==> config.mk <==
export PLATFORM = sky130hd
export DESIGN_NAME = btff_ctrl
export DESIGN_NICKNAME = d
export VERILOG_FILES = /design/src/rtl/core/btff_pkg.sv /design/src/rtl/core/btff_ctrl.sv
export SDC_FILE = /design/constraint.sdc
export NUM_CORES = 1
export LEC_CHECK = 0
export ABC_AREA = 1
export ABC_CLOCK_PERIOD_IN_PS = 1500
export BUFFER_PORTS_ARGS = -buffer_cell sky130_fd_sc_hd__buf_2
export CAP_MARGIN = 20
export CORE_MARGIN = 4
export CORE_UTILIZATION = 25
export CTS_CLUSTER_DIAMETER = 150
export CTS_CLUSTER_SIZE = 24
export DETAILED_ROUTE_END_ITERATION = 8
export SYNTH_ARGS = -nofsm -noshare
export SYNTH_HDL_FRONTEND = slang
export SYNTH_SLANG_ARGS = --single-unit
export TNS_END_PERCENT = 30
==> constraint.sdc <==
create_clock -name clk -period 1.5 [get_ports clk]
set_input_delay 0.3 -clock clk [delete_from_list [all_inputs] [get_ports clk]]
set_output_delay 0.3 -clock clk [all_outputs]
set_load 0.03 [all_outputs]
==> src/rtl/core/btff_pkg.sv <==
// Shared types, codes and constants of the boundary-tag first-fit allocator.
`timescale 1ns / 1ps
package btff_pkg;

    typedef logic [31:0] word_t;

    localparam int unsigned HEAP_BYTES_DEF = 65536;
    localparam logic [16:0] CHUNK_RESET    = 17'd4096;

    localparam word_t TAG_ALLOC    = 32'h0000_0001;
    localparam word_t PROLOGUE_TAG = 32'h0000_0009;
    localparam word_t MIN_BLOCK    = 32'd16;
    localparam word_t LIST_START   = 32'd8;
    localparam word_t INIT_BREAK   = 32'd16;

    localparam logic [1:0] REQ_INIT  = 2'd0;
    localparam logic [1:0] REQ_ALLOC = 2'd1;
    localparam logic [1:0] REQ_FREE  = 2'd2;

    localparam logic [1:0] ST_OK   = 2'd0;
    localparam logic [1:0] ST_OOM  = 2'd1;
    localparam logic [1:0] ST_ZERO = 2'd2;

    typedef struct packed {
        logic [1:0]  req_type;
        logic [16:0] req_size;
        logic [15:0] block_addr;
    } req_t;

    typedef struct packed {
        logic [15:0] result_addr;
        logic [1:0]  status;
    } rsp_t;

    typedef enum logic [4:0] {
        OP_NONE, OP_LOAD, OP_SET_OOM, OP_SET_ZERO,
        OP_INIT_W0, OP_INIT_W1, OP_INIT_W2, OP_INIT_W3,
        OP_GROW_W0, OP_GROW_W1, OP_GROW_W2,
        OP_MRG_R0, OP_MRG_R1, OP_MRG_R2, OP_MRG_EVAL,
        OP_TAG_HDR, OP_TAG_FTR,
        OP_PLC_R, OP_PLC_EVAL, OP_PLC_ADV,
        OP_FREE_R, OP_FREE_SZ,
        OP_FIT_START, OP_FIT_EVAL, OP_FIT_FAIL,
        OP_EMIT
    } dp_op_t;

    typedef enum logic [4:0] {
        S_IDLE, S_DISPATCH,
        S_INIT_W0, S_INIT_W1, S_INIT_W2, S_INIT_W3,
        S_GROW_W0, S_GROW_W1, S_GROW_W2,
        S_MRG_R0, S_MRG_R1, S_MRG_R2, S_MRG_EVAL, S_MRG_HDR, S_MRG_FTR,
        S_FREE_R, S_FREE_SZ, S_FREE_HDR, S_FREE_FTR,
        S_FIT_START, S_FIT_EVAL, S_FIT_FAIL,
        S_PLC_R, S_PLC_EVAL, S_PLC_HDR, S_PLC_FTR, S_PLC_ADV, S_PLC_RHDR, S_PLC_RFTR,
        S_OOM, S_ZERO, S_DONE
    } ctrl_state_t;

    typedef struct packed {
        dp_op_t op;
        logic   alloc;
    } dp_cmd_t;

    typedef struct packed {
        logic [1:0] req_type;
        logic       size_zero;
        logic       brk_zero;
        logic       init_fits;
        logic       free_ok;
        logic       both_alloc;
        logic       split;
        logic       fit_zero;
        logic       fit_hit;
        logic       fit_over;
        logic       grow_ok;
    } dp_stat_t;

endpackage

==> src/rtl/core/btff_ctrl.sv <==
// Controller: sequences init, allocate and free through the datapath one step a cycle.
`timescale 1ns / 1ps
module btff_ctrl
    import btff_pkg::*;
(
    input  logic     clk,
    input  logic     rst_n,
    input  logic     req_valid,
    output logic     req_ready,
    output logic     rsp_valid,
    input  logic     rsp_ready,
    input  dp_stat_t stat,
    output dp_cmd_t  cmd
);

    ctrl_state_t state_reg, state_next;
    logic        rsp_valid_reg, rsp_valid_next;
    logic        emit;
    ctrl_state_t merge_exit;

    assign emit       = (state_reg == S_DONE) && (!rsp_valid_reg || rsp_ready);
    assign merge_exit = (stat.req_type == REQ_ALLOC) ? S_PLC_R : S_DONE;

    always_comb
    begin
        state_next = state_reg;
        unique case (state_reg)
            S_IDLE:      if (req_valid) state_next = S_DISPATCH;
            S_DISPATCH:
            begin
                unique case (stat.req_type)
                    REQ_INIT:  state_next = stat.init_fits ? S_INIT_W0 : S_OOM;
                    REQ_ALLOC:
                    begin
                        if (stat.size_zero)     state_next = S_ZERO;
                        else if (stat.brk_zero) state_next = S_OOM;
                        else                    state_next = S_FIT_START;
                    end
                    REQ_FREE:  state_next = stat.free_ok ? S_FREE_R : S_DONE;
                    default:   state_next = S_DONE;
                endcase
            end
            S_INIT_W0:   state_next = S_INIT_W1;
            S_INIT_W1:   state_next = S_INIT_W2;
            S_INIT_W2:   state_next = S_INIT_W3;
            S_INIT_W3:   state_next = S_GROW_W0;
            S_GROW_W0:   state_next = S_GROW_W1;
            S_GROW_W1:   state_next = S_GROW_W2;
            S_GROW_W2:   state_next = S_MRG_R0;
            S_MRG_R0:    state_next = S_MRG_R1;
            S_MRG_R1:    state_next = S_MRG_R2;
            S_MRG_R2:    state_next = S_MRG_EVAL;
            S_MRG_EVAL:  state_next = stat.both_alloc ? merge_exit : S_MRG_HDR;
            S_MRG_HDR:   state_next = S_MRG_FTR;
            S_MRG_FTR:   state_next = merge_exit;
            S_FREE_R:    state_next = S_FREE_SZ;
            S_FREE_SZ:   state_next = S_FREE_HDR;
            S_FREE_HDR:  state_next = S_FREE_FTR;
            S_FREE_FTR:  state_next = S_MRG_R0;
            S_FIT_START: state_next = S_FIT_EVAL;
            S_FIT_EVAL:
            begin
                if (stat.fit_zero)      state_next = S_FIT_FAIL;
                else if (stat.fit_hit)  state_next = S_PLC_R;
                else if (stat.fit_over) state_next = S_FIT_FAIL;
            end
            S_FIT_FAIL:  state_next = stat.grow_ok ? S_GROW_W0 : S_OOM;
            S_PLC_R:     state_next = S_PLC_EVAL;
            S_PLC_EVAL:  state_next = S_PLC_HDR;
            S_PLC_HDR:   state_next = S_PLC_FTR;
            S_PLC_FTR:   state_next = stat.split ? S_PLC_ADV : S_DONE;
            S_PLC_ADV:   state_next = S_PLC_RHDR;
            S_PLC_RHDR:  state_next = S_PLC_RFTR;
            S_PLC_RFTR:  state_next = S_DONE;
            S_OOM:       state_next = S_DONE;
            S_ZERO:      state_next = S_DONE;
            S_DONE:      if (emit) state_next = S_IDLE;
            default:     state_next = S_IDLE;
        endcase
    end

    always_comb
    begin
        cmd.op    = OP_NONE;
        cmd.alloc = 1'b0;
        req_ready = 1'b0;
        unique case (state_reg)
            S_IDLE:
            begin
                req_ready = 1'b1;
                cmd.op    = req_valid ? OP_LOAD : OP_NONE;
            end
            S_INIT_W0:   cmd.op = OP_INIT_W0;
            S_INIT_W1:   cmd.op = OP_INIT_W1;
            S_INIT_W2:   cmd.op = OP_INIT_W2;
            S_INIT_W3:   cmd.op = OP_INIT_W3;
            S_GROW_W0:   cmd.op = OP_GROW_W0;
            S_GROW_W1:   cmd.op = OP_GROW_W1;
            S_GROW_W2:   cmd.op = OP_GROW_W2;
            S_MRG_R0:    cmd.op = OP_MRG_R0;
            S_MRG_R1:    cmd.op = OP_MRG_R1;
            S_MRG_R2:    cmd.op = OP_MRG_R2;
            S_MRG_EVAL:  cmd.op = OP_MRG_EVAL;
            S_MRG_HDR, S_FREE_HDR, S_PLC_RHDR: cmd.op = OP_TAG_HDR;
            S_MRG_FTR, S_FREE_FTR, S_PLC_RFTR: cmd.op = OP_TAG_FTR;
            S_PLC_HDR:   begin cmd.op = OP_TAG_HDR; cmd.alloc = 1'b1; end
            S_PLC_FTR:   begin cmd.op = OP_TAG_FTR; cmd.alloc = 1'b1; end
            S_FREE_R:    cmd.op = OP_FREE_R;
            S_FREE_SZ:   cmd.op = OP_FREE_SZ;
            S_FIT_START: cmd.op = OP_FIT_START;
            S_FIT_EVAL:  cmd.op = OP_FIT_EVAL;
            S_FIT_FAIL:  cmd.op = OP_FIT_FAIL;
            S_PLC_R:     cmd.op = OP_PLC_R;
            S_PLC_EVAL:  cmd.op = OP_PLC_EVAL;
            S_PLC_ADV:   cmd.op = OP_PLC_ADV;
            S_OOM:       cmd.op = OP_SET_OOM;
            S_ZERO:      cmd.op = OP_SET_ZERO;
            S_DONE:      cmd.op = emit ? OP_EMIT : OP_NONE;
            default:     cmd.op = OP_NONE;
        endcase
    end

    // Hold the result until taken; a new one loads as the old one leaves
    always_comb
    begin
        rsp_valid_next = rsp_valid_reg;
        if (emit)
        begin
            rsp_valid_next = 1'b1;
        end
        else if (rsp_ready)
        begin
            rsp_valid_next = 1'b0;
        end
    end

    always_ff @(posedge clk or negedge rst_n)
    begin
        if (!rst_n)
        begin
            state_reg     <= S_IDLE;
            rsp_valid_reg <= 1'b0;
        end
        else
        begin
            state_reg     <= state_next;
            rsp_valid_reg <= rsp_valid_next;
        end
    end

    assign rsp_valid = rsp_valid_reg;

endmodule

# ---- Yosys cells after proc, flatten, opt, wreduce, memory -nomap -nowiden
# Index checks and enable logic that the tools add are counted.
dict set report totals {
  regBits 6
  in_bits 16
  output_inout_bits 8
  word_cells 72
}
dict set report op_classes {
  n_eq_ne 36
  muxes 22
  reduce_logical 12
}
# operator count
set ops {}
lappend ops {{$pmux W5 S29} 1}
lappend ops {{$pmux W5 S25} 1}
lappend ops {{$eq A5 B5 Y1 const B} 16}
lappend ops {{$mux W5} 10}
lappend ops {{$eq A5 B4 Y1 const B} 8}
lappend ops {{$eq A5 B3 Y1 const B} 4}
lappend ops {{$pmux W5 S3} 1}
lappend ops {{$mux W4} 3}
lappend ops {{$eq A5 B2 Y1 const B} 2}
lappend ops {{$reduce_or A4 Y1} 2}
lappend ops {{$eq A5 B1 Y1 const B} 1}
lappend ops {{$logic_not A5 Y1} 1}
lappend ops {{$mux W1} 5}
lappend ops {{$ne A2 B2 Y1 const B} 2}
lappend ops {{$ne A4 B4 Y1 const B} 1}
lappend ops {{$reduce_or A2 Y1} 2}
lappend ops {{$mux W3} 1}
lappend ops {{$reduce_and A3 Y1} 1}
lappend ops {{$reduce_or A3 Y1} 1}
lappend ops {{$eq A2 B1 Y1 const B} 1}
lappend ops {{$eq A2 B2 Y1 const B} 1}
lappend ops {{$logic_not A2 Y1} 1}
lappend ops {{$reduce_bool A2 Y1} 1}
lappend ops {{$logic_and A1 B1 Y1} 1}
lappend ops {{other kinds (2)} 2}

# ---- Longest topological paths before layout
# Gate-level depths: netlist of run 1.
dict set report depth {
  ltp_word 5
  mapped_depth 11
  mapped_depth_nobuf 10
}

# ---- Worst setup path before layout of run 1
# OpenSTA, ideal clock, no wires.
dict set report synth_timing {
  path_kind {reg2out}
  start {register state_reg[4]}
  end {output cmd[1] in the netlist's numbering}
  arrival_time_ns 1.489
  required_time_ns 1.200
  setup_slack_ns -0.289
  stages_incl_launch_ff 8
  n_path_buf 2
  cell_sequence {dfrtp_1 > buf_4 > inv_2 > buf_2 > nand3_1 > inv_1 > a21oi_1 > nand4_1}
}
# item line_no
set synth_rtl {}
lappend synth_rtl {{start, declared} btff_ctrl.sv:16} ;# ctrl_state_t state_reg, state_next;
lappend synth_rtl {{start signal, assigned} btff_ctrl.sv:146} ;# state_reg <= state_next;
lappend synth_rtl {{end, declared} btff_ctrl.sv:13} ;# output dp_cmd_t cmd

==> impl_metrics.py, run 1 <==
metrics = {
    "outcome": {
        "status": "complete, but fails checks",
        "violations": "setup timing",
    },
    "logic_synthesis": {
        "synth_cell_types": 26,
        "synth.cell_area_um2": 1030,
        "syn-num-nets": 214,
        "synth-seq-cells": 6,
        "syn_inst": 198,
        "yosysWarnings": 0,
        "yosysSeqAreaShare": 0.1458,
        "syn_avg_cell_area_um2": 5.201,
    },
    "cts": {
        "h-tree-depth": 1,
        "cts_buffers": 3,
        "cts-root-buf": "clkbuf_8",
        "clkLatencyLatePin_ns": 0.23,
        "clk_pin_slew_worst_paths_ns": 0.04,
        "clockBufferDepth": 2,
        "cts.sinks": 6,
        "cts_tree": "built",
    },
    "min_path": {
        "hold_path.class": "in2async",
    },
    "die": {
        "fp-row-count": 23,
        "ios": 24,
        "fp.coreArea_um2": 4000,
        "die_h_um": 72.18,
        "start_util": 0.2574,
        "die-area_um2": 5210,
        "dieWidth_um": 72.18,
    },
    "global_route": {
        "grt_overflow_total": 0,
        "grt_max_degree": 14,
        "grt_pass1_vias": 1679,
        "grt_antenna_before_repair": 0,
        "grtUsageTotal": 0.1867,
        "grt_pass1_wl_mm": 7.624,
    },
    "placed_design": {
        "numPlacedInstances": 325,
        "port_buffers": 23,
        "post-place-ws_ns": -0.3988,
        "post_dp_cell_area_um2": 1640,
        "gp_congestion": 1.032,
        "place_hpwl_mm": 3.545,
    },
    "critical_path": {
        "critPathKind": "reg2out",
        "cp-end-kind": "primary output",
        "timing.rr.end": "state_reg[4]",
        "r2r_cells": 12,
        "cp.arrival_ns": 1.82,
        "worstPathRequired_ns": 1.20,
        "worstPathMaxFanout": 5,
        "start_kind": "flip-flop",
        "r2r_start": "state_reg[1]",
        "rrSetupSlack_ns": -0.39,
        "cp-startpoint": "state_reg[1]",
    },
    "pwr": {
        "power_density_nw_per_um2": 2441,
        "total_power_mw": 5.188,
        "irDropWorstVdd_mv": 1.659,
        "p_leak_nw": 1.171,
    },
    "layout": {
        "largest_reg_flops": 5,
        "num_antenna_cells": 0,
        "area_growth_pct": 106.4,
        "drive_above_1_share": 0.5525,
        "fin_cells": 345,
        "final_nets": 312,
        "final_cell_mix": "66 x buf_4, 36 x nand2_1, 27 x nand3_1",
        "final_core_util": 0.5314,
        "final_common_cell": "buf_4",
        "design_area_um2": 2126,
    },
    "detailed_routing": {
        "viasPerCell": 5.287,
        "first_pass_iters": 5,
        "wl_per_cell_um": 15.33,
        "drtAntennaViolNets": 0,
        "drc": 0,
        "routed_wl_mm": 5.290,
        "route.vias.total": 1824,
        "drtIter0Drc": 191,
    },
    "timing": {
        "hold_viol": 0,
        "rsz0062_at_grt": "true",
        "max_freq_mhz": 472.1,
        "tightest_slew_ns": 0.3437,
        "setup_ws_ns": -0.6182,
        "final.setup.tns_ns": -5.018,
        "hold_ws_ns": 0.4164,
        "min_period_over_period": 1.412,
        "relSlewSlack": 0.7700,
        "setup_violations": 12,
        "slew_viol_final": 0,
        "min_period_ns": 2.118,
        "finalClockSkew_ns": 0.004448,
    },
    "run": {
        "cap_violations": 0,
    },
}
timing repair:
action	4_1_cts	5_1_grt
hold buffers	1	0
endpoints found under the hold margin	6	0
endpoints found under the setup margin	12	12
buffers inserted	4	11
gates resized for setup	52	33
pin swaps	15	8
synth_stat cells:
master | number | area, um2
or2_1 | 1 | 6.260
buf_4 | 2 | 15.01
nor4_1 | 2 | 12.51
nand3_1 | 36 | 180.2
o211ai_1 | 1 | 7.510
o311ai_0 | 1 | 8.760
a311oi_1 | 1 | 8.760
nand2_2 | 1 | 6.260
nand4_1 | 8 | 50.05
inv_1 | 29 | 108.9
nor2_4 | 1 | 11.26
nor2_1 | 32 | 120.1
nor2_2 | 3 | 18.77
nor3b_1 | 2 | 15.01
nand2_1 | 49 | 183.9
inv_2 | 2 | 7.510
nor3_1 | 10 | 50.05
a21oi_1 | 3 | 15.01
and2_1 | 1 | 6.260
o21a_1 | 1 | 7.510
o2111ai_1 | 1 | 8.760
a31oi_1 | 1 | 6.260
o21ai_0 | 2 | 10.01
buf_2 | 1 | 5.000
nor3_2 | 1 | 10.01
dfrtp_1 | 6 | 150.1
cell type report:
| type | instances | area, um2 |
|---|---|---|
| fill | 357 | 1874 |
| multi-input combinational | 158 | 984.7 |
| timing repair buffer | 96 | 749.5 |
| sequential | 6 | 157.7 |
| inverter | 31 | 126.4 |
| tap | 50 | 62.56 |
| clock buffer | 4 | 45.04 |
cells by family after synthesis:
group,share of synthesized area
and+or+nand+nor,0.6513
buffers and inverters,0.1324
AOI/OAI and AO/OA,0.07048
DFF,0.1458
where the power goes:
group,total [mW],switching (mW),internal [mW]
Sequential,0.430,0.169,0.261
Clock,0.260,0.0767,0.183
Combinational,4.50,2.49,2.00
Total,5.19,2.74,2.45
layer usage:
layer  up-vias  global-route usage  wire, um
met2       132              0.3175      2548
met3        45             0.02078       412
met5         -                   0         0
met4         0              0.1148       386
li1        849                   -         -
met1       798              0.2230      1942
worst max path at each step:
stage / endpoint / slack (ns) / depth (start not counted)
2_1_floorplan: cmd[1] / -0.18 / 6
3_3_place_gp: cmd[2] / -0.41 / 9
3_5_place_dp: cmd[4] / -0.40 / 10
4_1_cts: cmd[4] / -0.48 / 9
5_1_grt: cmd[4] / -0.69 / 11
6_report: cmd[4] / -0.62 / 11
critical path: stages, from the launching register on:
cell     delay, ns
dfrtp_2       0.42
inv_4         0.07
buf_12        0.13
nand2_4       0.06
nor2_4        0.05
nand2_2       0.09
nand2_2       0.09
nor2_2        0.13
nand3_2       0.11
nor2_4        0.12
nand4_1       0.14
buf_6         0.18
No activity file was read; power rests on OpenSTA's default activity.
==> run 2, diff against run 1 <==
- CORE_ASPECT_RATIO: unset -> 0.5
==> impl_metrics.py, run 2 (same netlist as run 1, synthesis figures left out) <==
metrics = {
    "cts": {
        "cts_buffers": 3,
        "cts.sinks": 6,
        "h-tree-depth": 1,
        "clkLatencyLatePin_ns": 0.23,
        "cts-root-buf": "clkbuf_8",
        "cts_tree": "built",
        "clk_pin_slew_worst_paths_ns": 0.04,
        "clockBufferDepth": 2,
    },
    "timing": {
        "finalClockSkew_ns": 0.009129,
        "final.setup.tns_ns": -4.256,
        "min_period_ns": 2.002,
        "relSlewSlack": 0.7454,
        "tightest_slew_ns": 0.3799,
        "hold_viol": 0,
        "setup_violations": 12,
        "rsz0062_at_grt": "true",
        "setup_ws_ns": -0.5015,
        "max_freq_mhz": 499.6,
        "min_period_over_period": 1.334,
        "slew_viol_final": 0,
    },
    "outcome": {
        "violations": "setup timing",
        "status": "complete, but fails checks",
    },
    "critical_path": {
        "cp.arrival_ns": 1.70,
        "path_common_cell": "nand2_2",
        "r2r_start": "state_reg[2]",
        "crit_chain": "inv_2 > nand2_1 > nor2_4 > nand2_2 > nand2_2 > inv_1 > nand4_1 > or2_4 > buf_6",
        "critPathSlowestCell": "dfrtp_2",
        "start_kind": "flip-flop",
        "rrSetupSlack_ns": -0.30,
        "r2r_cells": 12,
        "cp-end-kind": "primary output",
        "cp-startpoint": "state_reg[1]",
        "worstPathRequired_ns": 1.20,
        "timing.rr.end": "state_reg[4]",
        "cpPeakStageDelay_ns": 0.44,
        "worstPathMaxFanout": 5,
        "critPathKind": "reg2out",
    },
    "layout": {
        "design_area_um2": 2079,
        "final_nets": 313,
        "num_antenna_cells": 0,
        "final_cell_mix": "71 x buf_4, 39 x nand2_1, 27 x nand3_1",
        "area_growth_pct": 101.9,
        "drive_above_1_share": 0.5507,
        "largest_reg_flops": 5,
        "final_common_cell": "buf_4",
        "n_fill_cell": 373,
    },
    "pwr": {
        "irDropWorstVdd_mv": 0.9096,
        "total_power_mw": 4.916,
        "p_leak_nw": 1.137,
        "power_density_nw_per_um2": 2364,
    },
    "detailed_routing": {
        "drtIter0Drc": 182,
        "routed_wl_mm": 5.060,
        "drtAntennaViolNets": 0,
        "route.vias.total": 1778,
        "drc": 0,
        "viasPerCell": 5.080,
        "first_pass_iters": 4,
        "wl_per_cell_um": 14.46,
    },
    "min_path": {
        "hp-start": "rsp_ready",
        "hold_path_end": "rsp_valid",
        "min_path_cells": 4,
        "hold_path.class": "in2reg",
    },
    "global_route": {
        "grt_pass1_vias": 1584,
        "grt_max_degree": 14,
        "grtUsageTotal": 0.1852,
        "grt_overflow_total": 0,
        "grt_antenna_before_repair": 0,
        "grt_pass1_wl_mm": 7.583,
    },
    "run": {
        "cap_violations": 0,
    },
    "placed_design": {
        "gp_congestion": 0.9604,
        "post_dp_cell_area_um2": 1735,
        "port_buffers": 23,
        "post-place-ws_ns": -0.4751,
        "place_hpwl_mm": 3.910,
    },
    "die": {
        "ios": 24,
        "die-area_um2": 5272,
        "fp.coreArea_um2": 3944,
        "dieWidth_um": 98.76,
        "fp-row-count": 16,
        "die_h_um": 53.38,
        "start_util": 0.2611,
    },
}
-- run 2: cell count changes in the layout (fill, tap and decap cells not counted), sizes merged --
cell	previous run	this run
buf	95	96
-- run 2: through the flow --
stage | utilization | hold WS (ns) | instances
6_report | 0.5273 | 0.3665 | 350
5_1_grt | 0.5273 | 0.3928 | 350
4_1_cts | 0.4870 | 0.3654 | 347
3_5_place_dp | 0.4400 | 0.1272 | 341
3_3_place_gp | 0.4400 | 0.1247 | 341
2_1_floorplan | - | 0.004409 | 198
-- run 2: layer usage --
metal	wire, um	global-route usage
met2	2192	0.2956
met4	103	0.02721
met3	602	0.04737
met5	0	0
met1	2161	0.2558
-- run 2: worst max-delay path by stage --
stage / endpoint / slack [ns] / depth (start not counted)
4_1_cts: cmd[1] / -0.48 / 9
6_report: cmd[2] / -0.50 / 9
3_5_place_dp: cmd[3] / -0.48 / 9
5_1_grt: cmd[4] / -0.61 / 10
3_3_place_gp: cmd[3] / -0.52 / 9
2_1_floorplan: cmd[1] / -0.18 / 6
-- run 2: layout make-up --
type                    instances  area, um2  share of cell area
multi-input cells             158      963.4              0.4633
flip-flops and latches          6      157.7             0.07581
repair buffers                 97      724.4              0.3484
well taps                      54      67.56             0.03249
inverters                      31      121.4             0.05836
clock buffers                   4      45.04             0.02166
-- run 2: repair_timing --
item	CTS	global route
hold endpoints to repair	6	0
setup buffers	2	3
gates resized for setup	40	36
pin swaps	6	5
hold buffers	1	0
endpoints found under the setup margin	12	12
-- run 2: where the power goes --
part           total, mW  switching (mW)  internal, mW
clock network      0.260          0.0766         0.183
registers          0.412           0.151         0.261
logic               4.24            2.32          1.92
-- run 2: worst max-delay path: cells and delay by family (launching register included) --
family / cells / cell delay (ns)
and+or+nand+nor: 6 / 0.74
buffers and inverters: 3 / 0.30
DFF: 1 / 0.44
==> run 3, diff against run 2 <==
- ABC_CLOCK_PERIOD_IN_PS: 1500 -> 2500
- SKIP_CTS_REPAIR_TIMING: unset -> 1
- clock period: 1.5 -> 2.5 ns (I/O delays scaled with it)
==> impl_metrics.py, run 3 (same netlist as run 1, synthesis figures left out) <==
metrics = {
    "detailed_routing": {
        "drtIter0Drc": 290,
        "drtAntennaViolNets": 0,
        "route.vias.total": 1513,
        "routed_wl_mm": 3.910,
        "viasPerCell": 5.423,
        "wl_per_cell_um": 14.01,
        "first_pass_iters": 6,
        "drc": 0,
    },
    "timing": {
        "min_period_over_period": 0.9645,
        "max_freq_mhz": 414.7,
        "rsz0062_at_grt": "true",
        "hold_ws_ns": 0.09540,
        "tightest_slew_ns": 0.4795,
        "final.setup.tns_ns": 0,
        "hold_viol": 0,
        "min_period_ns": 2.411,
        "setup_violations": 0,
        "relSlewSlack": 0.6792,
        "slew_viol_final": 0,
        "finalClockSkew_ns": 0.0003720,
        "setup_ws_ns": 0.08876,
    },
    "global_route": {
        "grtUsageTotal": 0.1480,
        "grtUsageMet1": 0.1891,
        "grt_busiest_layer": "met2",
        "grt_pass1_vias": 1371,
        "grt_overflow_total": 0,
        "grt_pass1_wl_mm": 6.216,
        "use_met2": 0.2422,
        "grt_use_met3": 0.03947,
        "grt_antenna_before_repair": 0,
        "grt_max_degree": 18,
    },
    "pwr": {
        "p_comb_frac": 0.808,
        "power_switching_mw": 1.153,
        "seqPwrFrac": 0.116,
        "clkPwrFrac": 0.077,
        "power_density_nw_per_um2": 1451,
        "irDropWorstVdd_mv": 0.4442,
        "switching_share": 0.6277,
        "p_leak_nw": 0.7638,
        "p_int_uw": 684.1,
    },
    "die": {
        "ios": 24,
        "die_h_um": 53.38,
        "fp-row-count": 16,
        "dieWidth_um": 98.76,
        "die-area_um2": 5272,
        "fp.coreArea_um2": 3944,
        "start_util": 0.2611,
    },
    "placed_design": {
        "port_buffers": 23,
        "gp_congestion": 1.146,
        "post-place-ws_ns": 0.2780,
        "place_hpwl_mm": 3.219,
    },
    "layout": {
        "n_fill_cell": 420,
        "final_common_cell": "nand2_1",
        "num_antenna_cells": 0,
        "final_nets": 243,
        "final_cell_mix": "49 x nand2_1, 36 x nand3_1, 31 x nor2_1",
        "largest_reg_flops": 5,
        "drive_above_1_share": 0.1778,
        "area_growth_pct": 22.96,
    },
    "critical_path": {
        "worstPathMaxFanout": 7,
        "r2r_start": "state_reg[2]",
        "start_kind": "flip-flop",
        "rrSetupSlack_ns": 0.71,
        "r2r_cells": 7,
        "cp.arrival_ns": 1.91,
        "critPathKind": "reg2out",
        "worstPathRequired_ns": 2.00,
        "cp-end-kind": "primary output",
        "timing.rr.end": "state_reg[3]",
    },
    "cts": {
        "h-tree-depth": 1,
        "cts.sinks": 6,
        "cts_tree": "built",
        "cts_buffers": 3,
        "cts-root-buf": "clkbuf_8",
        "clockBufferDepth": 2,
        "clkLatencyLatePin_ns": 0.22,
        "clk_pin_slew_worst_paths_ns": 0.03,
    },
    "run": {
        "cap_violations": 0,
    },
    "min_path": {
        "hold_path.class": "in2async",
    },
    "outcome": {
        "status": "completed",
    },
}
-- run 3: power groups by stage --
stage | Sequential, mW | Combinational, mW | Clock, mW
after floorplan | 0.201 | 1.05 | 0
after global placement | 0.209 | 1.50 | 0
after detailed placement | 0.211 | 1.44 | 0
after CTS | 0.210 | 1.44 | 0.147
after global routing | 0.218 | 1.60 | 0.153
final | 0.212 | 1.48 | 0.141
-- run 3: worst max-delay path by stage --
stage / start / end / slack (ns) / depth (start not counted)
floorplan: state_reg[4] / cmd[1] / 0.51 / 7
global placement: state_reg[1] / cmd[2] / 0.19 / 9
detailed placement: state_reg[1] / cmd[2] / 0.28 / 9
CTS: state_reg[1] / cmd[2] / 0.04 / 9
global route: state_reg[4] / cmd[4] / -0.04 / 10
finish: state_reg[0] / cmd[2] / 0.09 / 9
-- run 3: layout make-up --
type	instances	area (um2)	share of cell area
multi-input cells	158	745.7	0.5889
flip-flops and latches	6	150.1	0.1186
repair buffers	27	145.1	0.1146
inverters	31	116.4	0.09190
well taps	54	67.56	0.05336
clock buffers	3	41.29	0.03261
-- run 3: layer usage --
| metal | wire [um] | up-vias |
|---|---|---|
| met5 | 0 | - |
| li1 | - | 710 |
| met1 | 1635 | 667 |
| met4 | 110 | 0 |
| met2 | 1658 | 113 |
| met3 | 506 | 23 |
-- run 3: per-stage QoR --
stage          utilization  instance area, um2  instances  total power, mW
4_1_cts             0.3204                1264        279            1.799
5_1_grt             0.3211                1266        279            1.974
6_report            0.3211                1266        279            1.837
3_5_place_dp        0.3100                1222        276            1.650
3_3_place_gp        0.3100                1222        276            1.708
2_1_floorplan            -                1030        198            1.250
-- run 3: critical path: stages (launching register included) --
cell     delay, ns
dfrtp_1       0.46
inv_2         0.16
nand2_1       0.12
nor2_2        0.19
nand2_2       0.11
nand2_1       0.20
inv_1         0.06
nand4_1       0.09
or2_1         0.11
buf_2         0.19
